--- src/dlph_pkg.sv ---
`timescale 1ns / 1ps
// Delay-line position histogrammer: shared package.
// Holds field widths, codes, item types and divider interface types; no dependencies.

package dlph_pkg;

   localparam int TIME_BITS  = 16;
   localparam int SCALE_BITS = 8;
   localparam int DIFF_BITS  = TIME_BITS + 1;
   localparam int SUM_BITS   = TIME_BITS + 2;
   localparam int NUM_BITS   = TIME_BITS + SCALE_BITS;
   localparam int DEN_BITS   = TIME_BITS + 1;
   localparam int POS_BITS   = NUM_BITS + 2;

   localparam int X_BINS_DEFAULT     = 160;
   localparam int Y_BINS_DEFAULT     = 60;
   localparam int COUNT_BITS_DEFAULT = 32;

   localparam int CSR_INDEX_BITS = 1;
   localparam logic [CSR_INDEX_BITS-1:0] CSR_X_SCALE = 1'b0;
   localparam logic [CSR_INDEX_BITS-1:0] CSR_Y_SCALE = 1'b1;

   localparam logic [SCALE_BITS-1:0] X_SCALE_RESET = 8'd80;
   localparam logic [SCALE_BITS-1:0] Y_SCALE_RESET = 8'd30;

   localparam logic [4:0] HIT_ALL = 5'h1F;

   localparam logic [2:0] STATUS_COUNTED    = 3'd0;
   localparam logic [2:0] STATUS_MISSING    = 3'd1;
   localparam logic [2:0] STATUS_ZERO_SUM   = 3'd2;
   localparam logic [2:0] STATUS_OUTSIDE    = 3'd3;
   localparam logic [2:0] STATUS_READ_REPLY = 3'd4;

   typedef struct packed {
      logic                 action;
      logic [4:0]           hit_mask;
      logic [TIME_BITS-1:0] anode_time;
      logic [TIME_BITS-1:0] right_time;
      logic [TIME_BITS-1:0] left_time;
      logic [TIME_BITS-1:0] top_time;
      logic [TIME_BITS-1:0] bottom_time;
      logic [7:0]           read_column;
      logic [5:0]           read_row;
   } req_type;

   typedef struct packed {
      logic [2:0]  status;
      logic [7:0]  column;
      logic [5:0]  row;
      logic [31:0] cell_count;
   } rsp_type;

   typedef struct packed {
      logic                start;
      logic [NUM_BITS-1:0] dividend;
      logic [DEN_BITS-1:0] divisor;
   } div_cmd_type;

   typedef struct packed {
      logic                done;
      logic [NUM_BITS-1:0] quotient;
      logic                rem_nz;
   } div_res_type;

endpackage

--- src/dlph_div.sv ---
`timescale 1ns / 1ps
// Shared restoring divider, one quotient bit per cycle, unsigned magnitudes.
// Depends on dlph_pkg for widths and the command/result structs.

module dlph_div (
   input  logic                  clock,
   input  logic                  reset,
   input  dlph_pkg::div_cmd_type cmd,
   output dlph_pkg::div_res_type res
);

   localparam int NUM_BITS = dlph_pkg::NUM_BITS;
   localparam int DEN_BITS = dlph_pkg::DEN_BITS;
   localparam int CNT_BITS = $clog2(NUM_BITS + 1);

   logic                run_ff, run_in;
   logic                done_ff, done_in;
   logic [CNT_BITS-1:0] cnt_ff, cnt_in;
   logic [NUM_BITS-1:0] quo_ff, quo_in;
   logic [DEN_BITS-1:0] rem_ff, rem_in;
   logic [DEN_BITS-1:0] den_ff, den_in;

   logic [DEN_BITS:0]   shifted;
   logic [DEN_BITS:0]   trial;

   assign shifted = {rem_ff, quo_ff[NUM_BITS-1]};
   assign trial   = shifted - {1'b0, den_ff};

   always_comb begin
      run_in  = run_ff;
      done_in = 1'b0;
      cnt_in  = cnt_ff;
      quo_in  = quo_ff;
      rem_in  = rem_ff;
      den_in  = den_ff;
      if (cmd.start) begin
         run_in = 1'b1;
         cnt_in = CNT_BITS'(NUM_BITS);
         quo_in = cmd.dividend;
         rem_in = '0;
         den_in = cmd.divisor;
      end else if (run_ff) begin
         if (!trial[DEN_BITS]) begin
            rem_in = trial[DEN_BITS-1:0];
            quo_in = {quo_ff[NUM_BITS-2:0], 1'b1};
         end else begin
            rem_in = shifted[DEN_BITS-1:0];
            quo_in = {quo_ff[NUM_BITS-2:0], 1'b0};
         end
         cnt_in = cnt_ff - CNT_BITS'(1);
         if (cnt_ff == CNT_BITS'(1)) begin
            run_in  = 1'b0;
            done_in = 1'b1;
         end
      end
   end

   always_ff @(posedge clock) begin
      if (reset) begin
         run_ff  <= 1'b0;
         done_ff <= 1'b0;
      end else begin
         run_ff  <= run_in;
         done_ff <= done_in;
      end
   end

   always_ff @(posedge clock) begin
      cnt_ff <= cnt_in;
      quo_ff <= quo_in;
      rem_ff <= rem_in;
      den_ff <= den_in;
   end

   assign res.done     = done_ff;
   assign res.quotient = quo_ff;
   assign res.rem_nz   = |rem_ff;

endmodule

--- config.mk ---
export PLATFORM = sky130hd
export DESIGN_NAME = dlph_div
export DESIGN_NICKNAME = d
export VERILOG_FILES = /design/src/dlph_pkg.sv /design/src/dlph_div.sv
export SDC_FILE = /design/constraint.sdc
export NUM_CORES = 1
export LEC_CHECK = 0
export BUFFER_PORTS_ARGS = -buffer_cell sky130_fd_sc_hd__buf_4
export CORE_MARGIN = 4
export CORE_UTILIZATION = 50
export CTS_CLUSTER_SIZE = 28
export DETAILED_ROUTE_END_ITERATION = 8
export PLACE_DENSITY = 0.76
export SETUP_SLACK_MARGIN = 0.3
export SYNTH_ARGS = -nofsm -noshare
export SYNTH_HDL_FRONTEND = slang
export SYNTH_SLANG_ARGS = --single-unit
--- constraint.sdc ---
create_clock -name clock -period 2.5 [get_ports clock]
set_clock_uncertainty 0.15 [all_clocks]
set_input_delay 0.125 -clock clock [delete_from_list [all_inputs] [get_ports clock]]
set_output_delay 0.125 -clock clock [all_outputs]
set_load 0.005 [all_outputs]
# ---- Word-level counts from Yosys, hierarchy flattened
# Cells that the tools add are included.
# W data, S select, Z words.
dict set report totals {
  ff_bits 65
  latch_bits 0
  mem_bits_rw 0
  mem_bits_ro 0
  inputBits 44
  out_inout_bits 26
  memories 0
}
dict set report classes {
  addsub 2
  multipliers 0
  div 0
  order_cmp 0
  n_eq_ne 1
  n_shift 0
  muxes 8
  bitwise 1
  n_reduce_logical 3
}
# operator n
set op_table {}
lappend op_table {{$mux W24} 2}
lappend op_table {{$sub A18 B17 Y18} 1}
lappend op_table {{$mux W17} 1}
lappend op_table {{$reduce_or A17 Y1} 1}
lappend op_table {{$eq A5 B1 Y1 const B} 1}
lappend op_table {{$mux W1} 5}
lappend op_table {{$sub A5 B1 Y5 const B} 1}
lappend op_table {{$reduce_or A3 Y1} 1}
lappend op_table {{$reduce_bool A2 Y1} 1}
lappend op_table {{$not A1 Y1} 1}

# ---- Logic depth before layout (Yosys ltp)
dict set report logic_depth {
  ltp_word 4
  mapped_depth 12
  mapped_depth_nobuf 10
}

# ---- Worst setup path after synthesis
# No wires, ideal clock.
dict set report synth_path {
  kind {reg-to-reg}
  start {reg rem_ff[5]}
  end {reg rem_ff[11]}
  arrival_ns 2.270
  required_ns 2.222
  slack_ns -0.047
  path_stages_with_launch 11
  period_less_slack_ns 2.547
  path_cell_list {dfxtp_1 -> ha_1 -> a21oi_2 -> o21ai_2 -> a211o_1 -> o41a_1 -> and2_4 -> buf_6 -> buf_6 -> a32oi_1 -> o31ai_1}
}
dict set report synth_between {
  elab_chain_len 2
}
# item line_no
set synth_lines {}
lappend synth_lines {{start: declaration} dlph_div.sv:20} ;# logic [DEN_BITS-1:0] rem_ff, rem_in;
lappend synth_lines {{start signal: assignment} dlph_div.sv:71} ;# rem_ff <= rem_in;
lappend synth_lines {{$sub A18 B17 Y18} dlph_div.sv:27} ;# assign trial = shifted - {1'b0, den_ff};
lappend synth_lines {{$mux W17} dlph_div.sv:43} ;# if (!trial[DEN_BITS]) begin
# No other way between the ends.
# A chain may end at the register's enable or synchronous reset.

# ---- Final worst setup path
dict set report layout_path {
  start {reg quo_ff[23]}
  end {reg rem_ff[9]}
}
dict set report layout_between {
  elab_chain_len 2
}
# item line_no
set layout_lines {}
lappend layout_lines {{start: declaration} dlph_div.sv:19} ;# logic [NUM_BITS-1:0] quo_ff, quo_in;
lappend layout_lines {{start signal: assignment} dlph_div.sv:70} ;# quo_ff <= quo_in;
lappend layout_lines {{$sub A18 B17 Y18} dlph_div.sv:27}
lappend layout_lines {{$mux W17} dlph_div.sv:43}
# No other way between the ends.

==> results <==
- The TritonCTS buffer count is 9.
- The library cell occupying the most area in the post-synthesis netlist is edfxtp_1.
- The gate count of the mapped netlist is 323.
- The clock root buffer is clkbuf_8.
- Ranked by total cell area, the synthesized netlist is headed by edfxtp_1, dfxtp_1, mux2_2.
- Dividing the detail-routed wire length by the instance count gives 18.8 um.
- The net count of the finished layout is 529.
- The post-synthesis register bit count is 65.
- The overflow left after global routing is 0.
- In the post-synthesis netlist, the cell with the most instances is edfxtp_1.
- At the end of routability-driven placement, the weighted congestion stood at 0.817.
- The maximum ir drop on the vdd rail is 0.470 mV.
- The final count of pins violating max slew was 0.
- The core region area is 6830 sq um.
- The required time at the endpoint of the critical path is 2.60 ns.
- The layout overhead on the synthesized area is 48.8%.
- Final hold analysis gives a worst-case slack of 0.0801 ns.
- The count of max-cap constraint violations is 0.
- Entering global routing, the biggest net connects 37 pins.
- The total power divided by cell area is 591 nW/um^2.
- The peak per-stage delay on the critical path is 0.50 ns.
- Setup violations remaining at the end of the flow were counted as 9.
- After layout, the worst setup slack is -0.146 ns.
- The total power is 0.00310 W.
- Based on the critical path, the design can be clocked at up to 378 MHz.
- The share of synthesized area in the top cell type comes to 0.349.
- The actual slew at the worst max-slew pin is 0.804 ns.
- TritonCTS built the clock tree.
- The startpoint identified for the worst hold timing path is cmd[41].
- The remaining design rule violation count is 0.
- Ranked by instance count, the synthesized netlist is headed by edfxtp_1, dfxtp_1, inv_1, mux2_2, nor2_1.
- The endpoint identified for the worst register-to-register timing path is rem_ff[9]$_SDFFE_PP0P_.
- STA puts the critical path data arrival time at 2.75 ns.
- The count of nets left with antenna violations once routing finished came out at 0.
- The standard-cell row count is 30.
- The Yosys step of the flow raised 0 warnings.
- The number of nets handed over by synthesis was 387.
- The number of buffers on the longest clock path is 2.
- The height of the die is 92.0 um.
- The critical path goes through inv_1, ha_2, buf_6, nor2b_4, o2111ai_4, a211oi_4, o41a_1, and2_4, mux2i_1, a211oi_1.
- The register-to-register setup slack is -0.15 ns.
- The first global-routing pass estimated 15,700 um of wire.
- The total length of routed wires is 10,600 um.
- The share of the Yosys chip area taken by registers is 0.485.
- Setup repair after global routing could not meet its margin everywhere.
- The final reports fail on negative setup slack.
- STA classifies the critical path endpoint as a flop.
- The starting DRC count in detailed routing is 231.
- The final critical path time including I/O delays and setup is 2.65 ns.
- The run finished, with violations left.
- Leaving out filler cells and counting taps, the final layout contains 566.
- Of the cells placed in the final design, the portion with a size suffix greater than 1 is 0.394.
- After detailed placement, the design holds a cell count of 499.
- The antenna diode count is 0.
- In the global route stage, overall resource usage came out at 0.241.
- The path type of the worst setup path is flop to flop.
- The master of the slowest instance on the critical path is o41a_1.
- The starting density of the core is 0.516.
- The reg-to-reg critical path startpoint is quo_ff[23]$_DFFE_PP_.
- The detail-routed via count per cell is 5.67.
- The count of buffers added on input and output ports is 69.
- The x dimension of the die is 92.0 um.
- The number of levels in the clock H-tree is 3.
- The number of enable flip-flop cells after synthesis is 41.
- The critical path contains buffers and inverters numbering 2 combined.
- For hold timing, the worst endpoint is cnt_ff[2]$_SDFFE_PP0P_.
- The worst hold path class is input port to flop.
- The clock latency on the worst-skew pair is 0.36 ns.
- Detailed routing inserted a total of 3,210 vias.
- The kind of start point of the critical path is a flop.
- The initial antenna violation count is 0.
- The post-route fraction of the period consumed by the critical path is 1.06.
- The number of different library cells used by synthesis comes to 51.
- The register clock-pin slew on the reported worst setup and hold paths is 0.08 ns.
- The number of global-route vias before repair is 3,254.
- The leakage power is 2.19 nW.
- In this run the tightest slew margin relative to its limit is 0.463.
- Pin placement for this block handled 70 I/O pins.
- The post-route core utilization is 0.768.
- Measured in cells, the most critical reg-to-reg path has a length of 10.
- The floorplan die area is 8460 sq um.
- The clock net in this run drives a total of 65 sinks.
- The share of async-settable or async-resettable flops after synthesis is 0.
- Of all nets on the critical path, the largest fanout is 7.
- The detailed placement HPWL is 5880 um.
- The cell count of the worst hold path is 2.
- The total count of hold-check failures in the final report was 0.
- The post-synthesis area per instance is 10.9 sq um.
- The iteration count of the initial detailed-routing pass is 5.
- For this run, the leading register cell type out of synthesis is edfxtp_1.
- Among cell families on the critical path, the largest total delay comes from compound AO/OA/AOI/OAI gates.
- At the placement stage, the worst setup path has a slack of -0.0335 ns.
- The synthesized netlist occupies a cell area of 3530 sq um.
[cells in the final DEF, fill, tap and decap left out, types with 4 or more instances in the layout]
master         instances
inv_1                 20
nor2_1                22
dlygate4sd3_1         42
buf_4                 99
a211oi_1               4
xor2_1                11
dfxtp_1               23
mux2_2                24
o21ai_1                7
o21ai_0                6
edfxtp_1              41
ha_4                   8
mux2i_1                5
xnor2_1                6
clkbuf_8               9
nand3_1                4
nand2b_1               4
inv_2                  4
a21oi_2                4
nand4_1                5
nand2_1               21
a32oi_1                6
a21oi_1               15
ha_1                   9
[routing by layer]
metal | global-route usage | up-vias | wire [um]
li1 | - | 1475 | -
met1 | 0.271 | 1521 | 4050
met2 | 0.415 | 181 | 5420
met3 | 0.0796 | 33 | 857
met4 | 0.106 | 0 | 316
met5 | 0 | - | 0
[flip-flops by register name (all words and copies together), names as in the netlist]
name and count:
cnt_ff 5, den_ff 17, done_ff 1, quo_ff 24
rem_ff 17, run_ff 1
[metrics by stage]
| stage | instance area (sq um) | TNS, ns |
|---|---|---|
| after global placement | 4360 | -0.00867 |
| final | 5250 | -0.442 |
| after detailed placement | 4360 | -0.149 |
| after CTS | 5110 | 0 |
| after floorplan | 3610 | 0 |
| after global routing | 5250 | -1.41 |
[cell families after synthesis]
group,count (synthesis),share of synthesized area
and+or+nand+nor,79,0.111
AOI/OAI and AO/OA,73,0.143
DFF,65,0.485
buffers and inverters,38,0.0483
muxes,31,0.0965
adders and majority gates,20,0.0731
xor gates and xnor gates,17,0.0422
[repair_timing]
| item | 4_1_cts | 5_1_grt |
|---|---|---|
| setup buffers | 4 | 2 |
| endpoints found under the hold margin | 43 | 0 |
| endpoints found under the setup margin | 19 | 19 |
| gates cloned | 3 | 0 |
| hold buffers | 42 | 0 |
| pin swaps | 11 | 7 |
| gates resized for setup | 14 | 23 |
[power by group]
group | internal [W] | switching, W
clock network | 0.000666 | 0.000459
logic | 0.000364 | 0.000313
registers | 0.00124 | 0.0000626
[final cells by class]
| cell class | instances | area, sq um |
|---|---|---|
| clock inverter | 6 | 114 |
| clock buffer | 10 | 128 |
| sequential | 65 | 1710 |
| fill | 441 | 1590 |
| multi-input combinational | 223 | 1910 |
| timing repair buffer | 142 | 1170 |
| tap | 96 | 120 |
| inverter | 24 | 90.1 |
[how the worst max path moves through the flow]
| stage | depth (start not counted) | start | to |
|---|---|---|---|
| after CTS | 9 | den_ff[1]$_DFFE_PP_ | rem_ff[6]$_SDFFE_PP0P_ |
| after detailed placement | 9 | den_ff[1]$_DFFE_PP_ | rem_ff[11]$_SDFFE_PP0P_ |
| after global routing | 10 | quo_ff[23]$_DFFE_PP_ | rem_ff[9]$_SDFFE_PP0P_ |
| after global placement | 9 | den_ff[10]$_DFFE_PP_ | rem_ff[6]$_SDFFE_PP0P_ |
| after floorplan | 11 | den_ff[1]$_DFFE_PP_ | rem_ff[11]$_SDFFE_PP0P_ |
| final | 10 | quo_ff[23]$_DFFE_PP_ | rem_ff[9]$_SDFFE_PP0P_ |
No activity file was read; power rests on OpenSTA's default activity.
